--- src/hw/rtl/mpd_pkg.sv ---
package mpd_pkg;

    typedef logic [7:0] t_byte;

    localparam int CFG_IDX_W = 3;
    typedef logic [CFG_IDX_W-1:0] t_cfg_idx;

    localparam t_cfg_idx CFG_SYNC_FIRST        = 3'd0;
    localparam t_cfg_idx CFG_SYNC_SECOND       = 3'd1;
    localparam t_cfg_idx CFG_CHECK_ACK         = 3'd2;
    localparam t_cfg_idx CFG_EXPECTED_DESC_SET = 3'd3;
    localparam t_cfg_idx CFG_EXPECTED_CMD      = 3'd4;

    localparam t_byte SYNC_FIRST_RESET  = 8'h75;
    localparam t_byte SYNC_SECOND_RESET = 8'h65;
    localparam t_byte ACK_OK_CODE       = 8'h00;

    typedef logic [2:0] t_status;
    localparam t_status ST_OK        = 3'd0;
    localparam t_status ST_BAD_SUM   = 3'd1;
    localparam t_status ST_TOO_SHORT = 3'd2;
    localparam t_status ST_WRONG_SET = 3'd3;
    localparam t_status ST_WRONG_ECHO = 3'd4;
    localparam t_status ST_NACK      = 3'd5;

    localparam logic KIND_PAYLOAD = 1'b0;
    localparam logic KIND_STATUS  = 1'b1;

    localparam t_byte MIN_ACK_LENGTH = 8'd4;
    localparam t_byte ECHO_INDEX     = 8'd2;
    localparam t_byte ERROR_INDEX    = 8'd3;

    typedef struct packed {
        t_byte sync_first;
        t_byte sync_second;
        logic  check_ack;
        t_byte expected_desc_set;
        t_byte expected_cmd;
    } t_cfg;

    typedef struct packed {
        logic    kind;
        t_byte   data_byte;
        t_byte   byte_index;
        t_status status;
        t_byte   desc_set;
        t_byte   payload_length;
    } t_result;

endpackage

--- src/hw/rtl/mpd_if.sv ---
interface mpd_in_if;
    logic          valid;
    logic          ready;
    mpd_pkg::t_byte rx_byte;

    modport source (output valid, output rx_byte, input ready);
    modport sink   (input valid, input rx_byte, output ready);
endinterface

interface mpd_out_if;
    logic            valid;
    logic            ready;
    logic            kind;
    mpd_pkg::t_byte   data_byte;
    mpd_pkg::t_byte   byte_index;
    mpd_pkg::t_status status;
    mpd_pkg::t_byte   desc_set;
    mpd_pkg::t_byte   payload_length;

    modport source (output valid, output kind, output data_byte, output byte_index,
                    output status, output desc_set, output payload_length, input ready);
    modport sink   (input valid, input kind, input data_byte, input byte_index,
                    input status, input desc_set, input payload_length, output ready);
endinterface

interface mpd_cfg_if;
    logic              valid;
    logic              ready;
    mpd_pkg::t_cfg_idx index;
    mpd_pkg::t_byte    data;

    modport source (output valid, output index, output data, input ready);
    modport sink   (input valid, input index, input data, output ready);
endinterface

--- src/hw/rtl/mpd_cfg_regs.sv ---
module mpd_cfg_regs (
    input  logic          i_clk,
    input  logic          i_rst_n,
    mpd_cfg_if.sink       i_cfg,
    output mpd_pkg::t_cfg o_cfg
);

    mpd_pkg::t_cfg r_cfg;

    assign i_cfg.ready = 1'b1;
    assign o_cfg       = r_cfg;

    always_ff @(posedge i_clk) begin
        if (!i_rst_n) begin
            r_cfg.sync_first        <= mpd_pkg::SYNC_FIRST_RESET;
            r_cfg.sync_second       <= mpd_pkg::SYNC_SECOND_RESET;
            r_cfg.check_ack         <= 1'b0;
            r_cfg.expected_desc_set <= '0;
            r_cfg.expected_cmd      <= '0;
        end else if (i_cfg.valid) begin
            unique case (i_cfg.index)
                mpd_pkg::CFG_SYNC_FIRST:        r_cfg.sync_first <= i_cfg.data;
                mpd_pkg::CFG_SYNC_SECOND:       r_cfg.sync_second <= i_cfg.data;
                mpd_pkg::CFG_CHECK_ACK:         r_cfg.check_ack <= i_cfg.data[0];
                mpd_pkg::CFG_EXPECTED_DESC_SET: r_cfg.expected_desc_set <= i_cfg.data;
                mpd_pkg::CFG_EXPECTED_CMD:      r_cfg.expected_cmd <= i_cfg.data;
                default: begin
                end
            endcase
        end
    end

endmodule

--- src/hw/rtl/mpd_core.sv ---
module mpd_core (
    input  logic             i_clk,
    input  logic             i_rst_n,
    input  mpd_pkg::t_cfg    i_cfg,
    input  logic             i_in_valid,
    output logic             o_in_ready,
    input  mpd_pkg::t_byte   i_rx_byte,
    output logic             o_res_valid,
    output mpd_pkg::t_result o_res,
    input  logic             i_res_ready
);

    localparam logic [2:0] PH_HUNT1   = 3'd0;
    localparam logic [2:0] PH_HUNT2   = 3'd1;
    localparam logic [2:0] PH_DESC    = 3'd2;
    localparam logic [2:0] PH_LEN     = 3'd3;
    localparam logic [2:0] PH_PAYLOAD = 3'd4;
    localparam logic [2:0] PH_CHK1    = 3'd5;
    localparam logic [2:0] PH_CHK2    = 3'd6;

    logic           r_in_valid;
    mpd_pkg::t_byte r_in_byte;

    logic [2:0]     r_phase, n_phase;
    mpd_pkg::t_byte r_sum_low, n_sum_low;
    mpd_pkg::t_byte r_sum_high, n_sum_high;
    mpd_pkg::t_byte r_held_desc_set, n_held_desc_set;
    mpd_pkg::t_byte r_held_length, n_held_length;
    mpd_pkg::t_byte r_byte_count, n_byte_count;
    mpd_pkg::t_byte r_first_check_byte, n_first_check_byte;
    mpd_pkg::t_byte r_echo_byte, n_echo_byte;
    mpd_pkg::t_byte r_error_byte, n_error_byte;

    logic             advance;
    logic             emit;
    mpd_pkg::t_byte   count_inc;
    mpd_pkg::t_byte   sync_low;
    mpd_pkg::t_status st;

    assign advance    = r_in_valid && i_res_ready;
    assign o_in_ready = !r_in_valid || i_res_ready;
    assign count_inc  = r_byte_count + 8'd1;
    assign sync_low   = i_cfg.sync_first + i_cfg.sync_second;

    always_ff @(posedge i_clk) begin
        if (!i_rst_n) begin
            r_in_valid <= 1'b0;
        end else if (i_in_valid && o_in_ready) begin
            r_in_valid <= 1'b1;
        end else if (advance) begin
            r_in_valid <= 1'b0;
        end
        if (i_in_valid && o_in_ready) begin
            r_in_byte <= i_rx_byte;
        end
    end

    always_comb begin
        if (r_first_check_byte != r_sum_low || r_in_byte != r_sum_high) begin
            st = mpd_pkg::ST_BAD_SUM;
        end else if (!i_cfg.check_ack) begin
            st = mpd_pkg::ST_OK;
        end else if (r_held_length < mpd_pkg::MIN_ACK_LENGTH) begin
            st = mpd_pkg::ST_TOO_SHORT;
        end else if (r_held_desc_set != i_cfg.expected_desc_set) begin
            st = mpd_pkg::ST_WRONG_SET;
        end else if (r_echo_byte != i_cfg.expected_cmd) begin
            st = mpd_pkg::ST_WRONG_ECHO;
        end else if (r_error_byte != mpd_pkg::ACK_OK_CODE) begin
            st = mpd_pkg::ST_NACK;
        end else begin
            st = mpd_pkg::ST_OK;
        end
    end

    always_comb begin
        n_phase            = r_phase;
        n_sum_low          = r_sum_low;
        n_sum_high         = r_sum_high;
        n_held_desc_set    = r_held_desc_set;
        n_held_length      = r_held_length;
        n_byte_count       = r_byte_count;
        n_first_check_byte = r_first_check_byte;
        n_echo_byte        = r_echo_byte;
        n_error_byte       = r_error_byte;
        emit               = 1'b0;
        o_res.kind           = mpd_pkg::KIND_PAYLOAD;
        o_res.data_byte      = '0;
        o_res.byte_index     = '0;
        o_res.status         = mpd_pkg::ST_OK;
        o_res.desc_set       = r_held_desc_set;
        o_res.payload_length = r_held_length;
        unique case (r_phase)
            PH_HUNT2: begin
                if (r_in_byte == i_cfg.sync_second) begin
                    n_sum_low    = sync_low;
                    n_sum_high   = i_cfg.sync_first + sync_low;
                    n_echo_byte  = '0;
                    n_error_byte = '0;
                    n_byte_count = '0;
                    n_phase      = PH_DESC;
                end else if (r_in_byte != i_cfg.sync_first) begin
                    n_phase = PH_HUNT1;
                end
            end
            PH_DESC: begin
                n_held_desc_set = r_in_byte;
                n_sum_low       = r_sum_low + r_in_byte;
                n_sum_high      = r_sum_high + n_sum_low;
                n_phase         = PH_LEN;
            end
            PH_LEN: begin
                n_held_length = r_in_byte;
                n_sum_low     = r_sum_low + r_in_byte;
                n_sum_high    = r_sum_high + n_sum_low;
                n_byte_count  = '0;
                n_phase       = (r_in_byte == 8'd0) ? PH_CHK1 : PH_PAYLOAD;
            end
            PH_PAYLOAD: begin
                n_sum_low  = r_sum_low + r_in_byte;
                n_sum_high = r_sum_high + n_sum_low;
                if (r_byte_count == mpd_pkg::ECHO_INDEX) begin
                    n_echo_byte = r_in_byte;
                end
                if (r_byte_count == mpd_pkg::ERROR_INDEX) begin
                    n_error_byte = r_in_byte;
                end
                emit             = 1'b1;
                o_res.data_byte  = r_in_byte;
                o_res.byte_index = r_byte_count;
                n_byte_count     = count_inc;
                if (count_inc == r_held_length) begin
                    n_phase = PH_CHK1;
                end
            end
            PH_CHK1: begin
                n_first_check_byte = r_in_byte;
                n_phase            = PH_CHK2;
            end
            PH_CHK2: begin
                emit         = 1'b1;
                o_res.kind   = mpd_pkg::KIND_STATUS;
                o_res.status = st;
                n_phase      = PH_HUNT1;
            end
            default: begin
                n_phase = (r_in_byte == i_cfg.sync_first) ? PH_HUNT2 : PH_HUNT1;
            end
        endcase
    end

    assign o_res_valid = advance && emit;

    always_ff @(posedge i_clk) begin
        if (!i_rst_n) begin
            r_phase            <= PH_HUNT1;
            r_sum_low          <= '0;
            r_sum_high         <= '0;
            r_held_desc_set    <= '0;
            r_held_length      <= '0;
            r_byte_count       <= '0;
            r_first_check_byte <= '0;
            r_echo_byte        <= '0;
            r_error_byte       <= '0;
        end else if (advance) begin
            r_phase            <= n_phase;
            r_sum_low          <= n_sum_low;
            r_sum_high         <= n_sum_high;
            r_held_desc_set    <= n_held_desc_set;
            r_held_length      <= n_held_length;
            r_byte_count       <= n_byte_count;
            r_first_check_byte <= n_first_check_byte;
            r_echo_byte        <= n_echo_byte;
            r_error_byte       <= n_error_byte;
        end
    end

    a_res_needs_item: assert property (@(posedge i_clk) disable iff (!i_rst_n)
        o_res_valid |-> r_in_valid && i_res_ready)
        else $error("result issued without a pending item");

    a_payload_no_status: assert property (@(posedge i_clk) disable iff (!i_rst_n)
        (o_res_valid && o_res.kind == mpd_pkg::KIND_PAYLOAD) |-> o_res.status == mpd_pkg::ST_OK)
        else $error("payload result carries a status code");

    a_count_steps: assert property (@(posedge i_clk) disable iff (!i_rst_n)
        (advance && r_phase == PH_PAYLOAD) |=> r_byte_count == $past(count_inc))
        else $error("payload byte count did not advance");

    a_stall_holds: assert property (@(posedge i_clk) disable iff (!i_rst_n)
        (r_in_valid && !i_res_ready) |=> $stable(r_phase) && $stable(r_sum_high))
        else $error("frame state changed while stalled");

endmodule

--- src/hw/rtl/mpd_out_reg.sv ---
module mpd_out_reg (
    input  logic             i_clk,
    input  logic             i_rst_n,
    input  logic             i_res_valid,
    input  mpd_pkg::t_result i_res,
    output logic             o_res_ready,
    mpd_out_if.source        o_out
);

    logic             r_valid;
    mpd_pkg::t_result r_res;

    assign o_res_ready = !r_valid || o_out.ready;

    always_ff @(posedge i_clk) begin
        if (!i_rst_n) begin
            r_valid <= 1'b0;
        end else if (i_res_valid) begin
            r_valid <= 1'b1;
        end else if (o_out.ready) begin
            r_valid <= 1'b0;
        end
        if (i_res_valid) begin
            r_res <= i_res;
        end
    end

    assign o_out.valid          = r_valid;
    assign o_out.kind           = r_res.kind;
    assign o_out.data_byte      = r_res.data_byte;
    assign o_out.byte_index     = r_res.byte_index;
    assign o_out.status         = r_res.status;
    assign o_out.desc_set       = r_res.desc_set;
    assign o_out.payload_length = r_res.payload_length;

endmodule

--- src/hw/rtl/mip_packet_deframer.sv ---
// An accepted byte waits in the input register; its result is captured in the
// output register, which presents it to the sink. Throughput: one byte per cycle
// unless the sink stalls; the input register and the output register each hold
// one item, so a byte is taken while a result waits downstream.
// Reset is synchronous and active low; it clears the frame state to hunting and
// loads the register defaults, with sync bytes 0x75 and 0x65.
module mip_packet_deframer (
    input  logic      i_clk,
    input  logic      i_rst_n,
    mpd_cfg_if.sink   i_cfg,
    mpd_in_if.sink    i_in,
    mpd_out_if.source o_out
);

    mpd_pkg::t_cfg    cfg;
    mpd_pkg::t_result res;
    logic             res_valid;
    logic             res_ready;

    mpd_cfg_regs u_cfg (
        .i_clk   (i_clk),
        .i_rst_n (i_rst_n),
        .i_cfg   (i_cfg),
        .o_cfg   (cfg)
    );

    mpd_core u_core (
        .i_clk       (i_clk),
        .i_rst_n     (i_rst_n),
        .i_cfg       (cfg),
        .i_in_valid  (i_in.valid),
        .o_in_ready  (i_in.ready),
        .i_rx_byte   (i_in.rx_byte),
        .o_res_valid (res_valid),
        .o_res       (res),
        .i_res_ready (res_ready)
    );

    mpd_out_reg u_out (
        .i_clk       (i_clk),
        .i_rst_n     (i_rst_n),
        .i_res_valid (res_valid),
        .i_res       (res),
        .o_res_ready (res_ready),
        .o_out       (o_out)
    );

endmodule

--- src/flat_wrapper.sv ---
// flat-port wrapper written by rule: the top's interface ports become plain ports
module mip_packet_deframer_flat 
  (i_clk, i_rst_n, i_cfg_valid, i_cfg_index, i_cfg_data, i_cfg_ready, i_in_valid, i_in_rx_byte, i_in_ready, o_out_valid, o_out_kind, o_out_data_byte, o_out_byte_index, o_out_status, o_out_desc_set, o_out_payload_length, o_out_ready);
  mpd_cfg_if i_cfg_i ();
  mpd_in_if i_in_i ();
  mpd_out_if o_out_i ();
  input  logic i_clk;
  input  logic i_rst_n;
  input wire logic [$bits(i_cfg_i.valid)-1:0] i_cfg_valid;
  input wire logic [$bits(i_cfg_i.index)-1:0] i_cfg_index;
  input wire logic [$bits(i_cfg_i.data)-1:0] i_cfg_data;
  output wire logic [$bits(i_cfg_i.ready)-1:0] i_cfg_ready;
  input wire logic [$bits(i_in_i.valid)-1:0] i_in_valid;
  input wire logic [$bits(i_in_i.rx_byte)-1:0] i_in_rx_byte;
  output wire logic [$bits(i_in_i.ready)-1:0] i_in_ready;
  output wire logic [$bits(o_out_i.valid)-1:0] o_out_valid;
  output wire logic [$bits(o_out_i.kind)-1:0] o_out_kind;
  output wire logic [$bits(o_out_i.data_byte)-1:0] o_out_data_byte;
  output wire logic [$bits(o_out_i.byte_index)-1:0] o_out_byte_index;
  output wire logic [$bits(o_out_i.status)-1:0] o_out_status;
  output wire logic [$bits(o_out_i.desc_set)-1:0] o_out_desc_set;
  output wire logic [$bits(o_out_i.payload_length)-1:0] o_out_payload_length;
  input wire logic [$bits(o_out_i.ready)-1:0] o_out_ready;
  assign i_cfg_i.valid = i_cfg_valid;
  assign i_cfg_i.index = i_cfg_index;
  assign i_cfg_i.data = i_cfg_data;
  assign i_cfg_ready = i_cfg_i.ready;
  assign i_in_i.valid = i_in_valid;
  assign i_in_i.rx_byte = i_in_rx_byte;
  assign i_in_ready = i_in_i.ready;
  assign o_out_valid = o_out_i.valid;
  assign o_out_kind = o_out_i.kind;
  assign o_out_data_byte = o_out_i.data_byte;
  assign o_out_byte_index = o_out_i.byte_index;
  assign o_out_status = o_out_i.status;
  assign o_out_desc_set = o_out_i.desc_set;
  assign o_out_payload_length = o_out_i.payload_length;
  assign o_out_i.ready = o_out_ready;
  mip_packet_deframer u_core (.i_clk(i_clk), .i_rst_n(i_rst_n), .i_cfg(i_cfg_i), .i_in(i_in_i), .o_out(o_out_i));
endmodule
--- config.mk ---
export PLATFORM = sky130hd
export DESIGN_NAME = mip_packet_deframer_flat
export DESIGN_NICKNAME = d
export VERILOG_FILES = /design/src/hw/rtl/mpd_pkg.sv /design/src/hw/rtl/mpd_if.sv /design/src/hw/rtl/mpd_cfg_regs.sv /design/src/hw/rtl/mpd_core.sv /design/src/hw/rtl/mpd_out_reg.sv /design/src/hw/rtl/mip_packet_deframer.sv /design/src/flat_wrapper.sv
export SDC_FILE = /design/constraint.sdc
export NUM_CORES = 1
export LEC_CHECK = 0
export ABC_AREA = 1
export BUFFER_PORTS_ARGS = -buffer_cell sky130_fd_sc_hd__buf_2
export CORE_MARGIN = 2
export CORE_UTILIZATION = 60
export DETAILED_ROUTE_END_ITERATION = 6
export GPL_ROUTABILITY_DRIVEN = 0
export PLACE_DENSITY_LB_ADDON = 0.3
export SLEW_MARGIN = 5
export SYNTH_ARGS = -nofsm -noshare
export SYNTH_HDL_FRONTEND = slang
export SYNTH_SLANG_ARGS = --single-unit
--- constraint.sdc ---
create_clock -name i_clk -period 7 [get_ports i_clk]
set_input_delay 0.35 -clock i_clk [delete_from_list [all_inputs] [get_ports i_clk]]
set_output_delay 0.35 -clock i_clk [all_outputs]
set_load 0.005 [all_outputs]
==> results.cfg, run 1 <==
[timing]
maxSlewHeadroom = 0.255
worst_slew_pin_slew_ns = 1.12
hold_violations = 0
min_period_ns = 3.02
fin_setup_tns_ns = 0
finalSetupViolations = 0
finalCritPeriodShare = 0.431
rsz0062_at_grt = no
fin_skew_ns = 0.00935
timing.fmax_mhz = 331
drv_slew = 0

[placed_design]
port_buffers = 61
dpl.cell_count = 1182
dp_hpwl_um = 13200

[logic_synthesis]
synth_top_area_cell = dfxtp_1
netlist_area_um2 = 7810
synth_edf_count = 44
syn_nets = 1035
yosysMostFrequentCell = nand2_1
ys_seq_area_frac = 0.430
syn_avg_cell_area_um2 = 8.01
ys_async_sr_fraction = 0
synthDistinctLibCells = 47
synth_area_leaders = dfxtp_1, edfxtp_1, nand2_1
synthFlopType = dfxtp_1
synth_warnings = 0
syn_inst = 975
synth_top_area_frac = 0.261
synthTopCellsByCount = nand2_1, nor2_1, dfxtp_1
ys_seq_elements = 146

[power_and_ir_drop]
max-vdd-ir-drop_mv = 0.148
power_uw = 2240
p_leak_uw = 0.00385
power_per_cell_area_nw_per_um2 = 255

[setup_path]
path_cells = ha_1 -> fa_1 -> a31o_2 -> xor2_1 -> inv_1 -> ha_1 -> a21oi_1 -> a21boi_0 -> xor2_1 -> o21ai_0 -> nor2_1 -> nor2_1
slowest_delay_ns = 0.51
crit_type = reg2reg
cp_max_fo = 6
cp.arrival_ns = 3.34
reg2regPathDepth = 12
critPathBufInv = 1
cp-start-kind = register
cp_top_family = adder cells
crit_slowest_cell = edfxtp_1
worstPathRequired_ns = 7.32
path_depth = 12
end_kind = register

[layout]
antenna_cells = 0
fin_nets = 1089
instances_no_fill = 1214
area_growth_pct = 12.6
largest_register_ffs = 33
drive_above_1_share = 0.134
fillerInstances = 985

[global_routing]
grt_first_pass_wirelength_um = 30400
grt_pass1_vias = 6106
grt_antenna_before_repair = 0
track_usage = 0.276
overflow = 0
grt_max_degree = 73

[clocking]
ctsResizeCount = 0
cts_root_buf = clkbuf_16
clk_latency_ns = 0.43
htree_levels = 4
cts_made_buffers = 17
cts_hold_buf = 0
clockBufferDepth = 2
cts_tree = yes
cts_sinks = 146
clk_pin_slew_ns = 0.06
cts_setup_buffers = 0

[detailed_routing]
drtIter0Drc = 676
vias = 6668
dr.pass1.iters = 6
vias_per_cell = 5.49
wirelength_um = 18500
ant_nets = 0
drc_errors = 0
avgRoutedWirePerCell_um = 15.2

[floorplanning]
row_count = 41
die_w_um = 118
core_area_um2 = 12700
initial_core_util = 0.617
io_pins = 63
dieArea_um2 = 14000
die_h_um = 118

[status]
status = finished clean

[run]
max_cap_viol_count = 0

[min_path]
holdPathStages = 1
hp-class = in2reg
routing by layer:
metal | part of all wire | up-vias | track usage
met2 | 0.44 | 266 | 0.419
met5 | 0 | - | 0
li1 | - | 3322 | -
met1 | 0.46 | 3047 | 0.385
met4 | 0.018 | 0 | 0.104
met3 | 0.082 | 33 | 0.0591
path summary, 6_finish.rpt:
check                                      startpoint                             endpoint  slack [ns]
hold / removal                        i_in_rx_byte[5]           u_core.u_core.r_in_byte[5]         0.1
setup reg to reg           u_core.u_core.r_in_byte[0]          u_core.u_core.r_sum_high[5]        3.98
hold reg to reg   u_core.u_core.r_first_check_byte[4]  u_core.u_core.r_first_check_byte[4]        0.46
setup / recovery           u_core.u_core.r_in_byte[0]          u_core.u_core.r_sum_high[5]        3.98
cell families after synthesis:
group	after synthesis	synth area share
fa+ha+maj	36	0.0615
simple gates	427	0.244
other cells	1	0.000480
compound gates	179	0.126
flops	146	0.430
buf+inv	126	0.0697
xor+xnor	60	0.0673
final cells by class:
class	count	area [µm²]	area share
Multi-Input combinational cell	703	3910	0.445
Sequential cell	146	3360	0.382
Clock buffer	20	437	0.0497
Inverter	99	374	0.0425
Timing Repair Buffer	62	313	0.0356
Tap cell	172	215	0.0245
Clock inverter	12	179	0.0203
stage by stage:
stage | worst slack [ns] | instance area (µm²) | hold slack [ns] | utilization
floorplan | 4.22 | 7810 | 0.436 | -
global placement | 4.06 | 8180 | 0.448 | 0.645
detailed placement | 4.01 | 8180 | 0.454 | 0.645
CTS | 4.00 | 8790 | 0.0860 | 0.694
global route | 3.65 | 8790 | 0.0829 | 0.694
finish | 3.98 | 8790 | 0.0978 | 0.694
placed cells by master (no fill, tap or decap), drive strengths merged:
cell type | synthesis | routed
a21boi | 1 | 1
a21o | 2 | 2
a21oi | 92 | 92
a31o | 2 | 2
a31oi | 1 | 1
and2 | 1 | 1
buf | 15 | 62
bufinv | 0 | 4
clkbuf | 12 | 20
clkinv | 0 | 3
clkinvlp | 0 | 1
conb | 1 | 1
dfxtp | 102 | 102
edfxtp | 44 | 44
fa | 4 | 4
ha | 32 | 32
inv | 99 | 103
nand2 | 214 | 214
nand3 | 66 | 66
nand3b | 1 | 1
nand4 | 9 | 9
nor2 | 115 | 115
nor3 | 7 | 7
nor3b | 1 | 1
nor4 | 7 | 7
o211ai | 5 | 5
o21a | 1 | 1
o21ai | 70 | 70
o21bai | 3 | 3
o22ai | 2 | 2
or2 | 6 | 6
xnor2 | 33 | 33
xor2 | 27 | 27
power breakdown:
group / leakage (µW) / switching, µW / internal [µW]
registers: 0.00126 / 34.3 / 901
clock network: 0.000299 / 349 / 599
logic: 0.00229 / 231 / 126
Power figures use the tool's default switching activity.
==> run 2, diff against run 1 <==
- ABC_AREA: 1 -> 0
- CORE_UTILIZATION: 60 -> 54
- clock period: 7 -> 2.42 ns (I/O delays scaled with it)
==> results.cfg, run 2 <==
[floorplanning]
dieArea_um2 = 14800
row_count = 42
die_w_um = 122
core_area_um2 = 13300
initial_core_util = 0.559
die_h_um = 122
io_pins = 63

[logic_synthesis]
synth_top_area_frac = 0.274
synthDistinctLibCells = 62
synth_top_area_cell = dfxtp_1
synth_edf_count = 44
ys_seq_area_frac = 0.451
synthFlopType = dfxtp_1
yosysMostFrequentCell = nand2_1
syn_inst = 770
ys_async_sr_fraction = 0
syn_nets = 830
syn_avg_cell_area_um2 = 9.68
synth_warnings = 0
synth_area_leaders = dfxtp_1, edfxtp_1, xnor2_1
synthTopCellsByCount = nand2_1, dfxtp_1, nor2_1
ys_seq_elements = 146
netlist_area_um2 = 7460

[setup_path]
reg2reg_to = u_core.u_core.r_sum_high[7]
worstPathRequired_ns = 2.73
rrSetupSlack_ns = -0.43
end_kind = register
crit_type = reg2reg
cp-start-kind = register
cp_max_fo = 3
cp.arrival_ns = 3.16
endpoint = u_core.u_core.r_sum_high[7]
reg2regPathDepth = 12
startpoint = u_core.u_core.r_in_byte[0]
r2r-start = u_core.u_core.r_in_byte[0]

[power_and_ir_drop]
p_comb_frac = 0.108
p_switching_uw = 1400
p_leak_uw = 0.00408
max-vdd-ir-drop_mv = 0.462
clock_power_share = 0.445
switching_share = 0.245
power_per_cell_area_nw_per_um2 = 608
internal-power_uw = 4330
seq_power_share = 0.447

[layout]
final_area_um2 = 9410
antenna_cells = 0
final_cell_mix = nand2_1, dfxtp_1, buf_4, buf_2, nor2_1
fin_nets = 975
final_common_cell = nand2_1
largest_register_ffs = 33
area_growth_pct = 26.2
fillerInstances = 932
drive_above_1_share = 0.245
utilization = 0.705

[clocking]
cts_made_buffers = 17
clockBufferDepth = 2
cts_root_buf = clkbuf_16
htree_levels = 4
clk_pin_slew_ns = 0.06
cts_sinks = 146
clk_latency_ns = 0.43
cts_tree = yes

[timing]
finalWorstSetupSlack_ns = -0.429
fin_skew_ns = 0.0106
worst_slew_pin_slew_ns = 0.620
timing.fmax_mhz = 351
rsz0062_at_grt = yes
drv_slew = 0
finalCritPeriodShare = 1.18
min_period_ns = 2.85
hold_violations = 0
finalSetupViolations = 4
maxSlewHeadroom = 0.585
hold_ws_ns = 0.0325

[placed_design]
placed_area_um2 = 8520
place_ws_ns = -0.321
port_buffers = 61
dp_hpwl_um = 13600

[global_routing]
overflow = 0
track_usage = 0.279
grt_first_pass_wirelength_um = 32000
grt_pass1_vias = 6533
grt_max_degree = 37
grt_antenna_before_repair = 0

[min_path]
hp-class = in2reg
min_from = i_rst_n

[detailed_routing]
wirelength_um = 20200
vias_per_cell = 5.86
drtIter0Drc = 548
ant_nets = 0
vias = 6474
drc_errors = 0
dr.pass1.iters = 5
avgRoutedWirePerCell_um = 18.3

[status]
violations = negative setup slack
status = finished, violations left

[run]
max_cap_viol_count = 0
run 2: cell types whose count changed after synthesis, moves of 16 or more:
cell,previous run,this run
nand2_1,207,107
inv_1,89,6
nor2_1,103,60
nand3_1,62,22
o21ai_0,61,28
mux2i_1,0,32
a21oi_1,85,54
and3_1,0,19
a22o_1,0,16
run 2: layout make-up:
class	count	area, µm²	share of cell area
timing repair buffer	167	1170	0.125
sequential	146	3370	0.358
clock buffer	19	433	0.0460
multi-input combinational	576	4060	0.431
inverter	7	26.3	0.00279
clock inverter	13	136	0.0145
tap	176	220	0.0234
run 2: metal layers:
metal  vias up  part of all wire  global-route usage  wire, µm
met3        85             0.051              0.0611      1030
met2       260              0.49               0.479      9990
met1      3084              0.41               0.326      8310
li1       3045                 -                   -         -
met5         -                 0                   0         0
met4         0             0.045               0.151       917
run 2: cell families (layout without fill, tap and decap cells):
kind of cell	count (synthesis)	count (layout)	share of synthesized area
other	1	1	0.000503
DFF	146	146	0.451
and+or+nand+nor	255	255	0.155
muxes	32	32	0.0430
buffers and inverters	48	206	0.0327
xor gates and xnor gates	79	79	0.0946
AOI/OAI and AO/OA	173	173	0.158
adders and majority gates	36	36	0.0644
run 2: how the worst min path moves through the flow:
stage,to,depth (start not counted)
after floorplan,u_core.u_core.r_in_byte[0],0
after global placement,u_core.u_core.r_in_byte[6],1
after detailed placement,u_core.u_core.r_in_byte[7],1
after CTS,u_core.u_cfg.o_cfg[19],2
after global routing,u_core.u_cfg.o_cfg[30],2
final,u_core.u_cfg.o_cfg[19],2
run 2: power groups by stage:
stage | sequential, µW | combinational, µW | clock, µW
2_1_floorplan | 2610 | 329 | 0
3_3_place_gp | 2610 | 528 | 0
3_5_place_dp | 2610 | 549 | 0
4_1_cts | 2560 | 581 | 2560
5_1_grt | 2560 | 663 | 2680
6_report | 2560 | 617 | 2550
run 2: critical path, stage by stage, from the launching register on:
cell	delay [ns]
edfxtp_1	0.43
ha_4	0.20
fa_2	0.40
a21o_1	0.20
a21oi_2	0.19
xnor2_2	0.09
ha_1	0.36
o211ai_1	0.14
o211ai_1	0.19
o211ai_1	0.13
xnor3_1	0.20
nand4_1	0.10
o211ai_1	0.09
run 2: per-stage QoR:
stage	TNS (ns)	total power, µW	cells
floorplan	-0.242	2930	770
global route	-1.79	5900	1104
global placement	-0.598	3140	1052
CTS	-0.900	5700	1101
finish	-1.21	5730	1104
detailed placement	-0.913	3160	1052
run 2: timing repair:
item                                    in CTS  in global routing
gates resized for setup                      6                 19
endpoints found under the setup margin       5                 19
pin swaps                                    4                 16
hold buffers                                17                  0
buffers inserted                             0                  4
endpoints found under the hold margin       35                  0
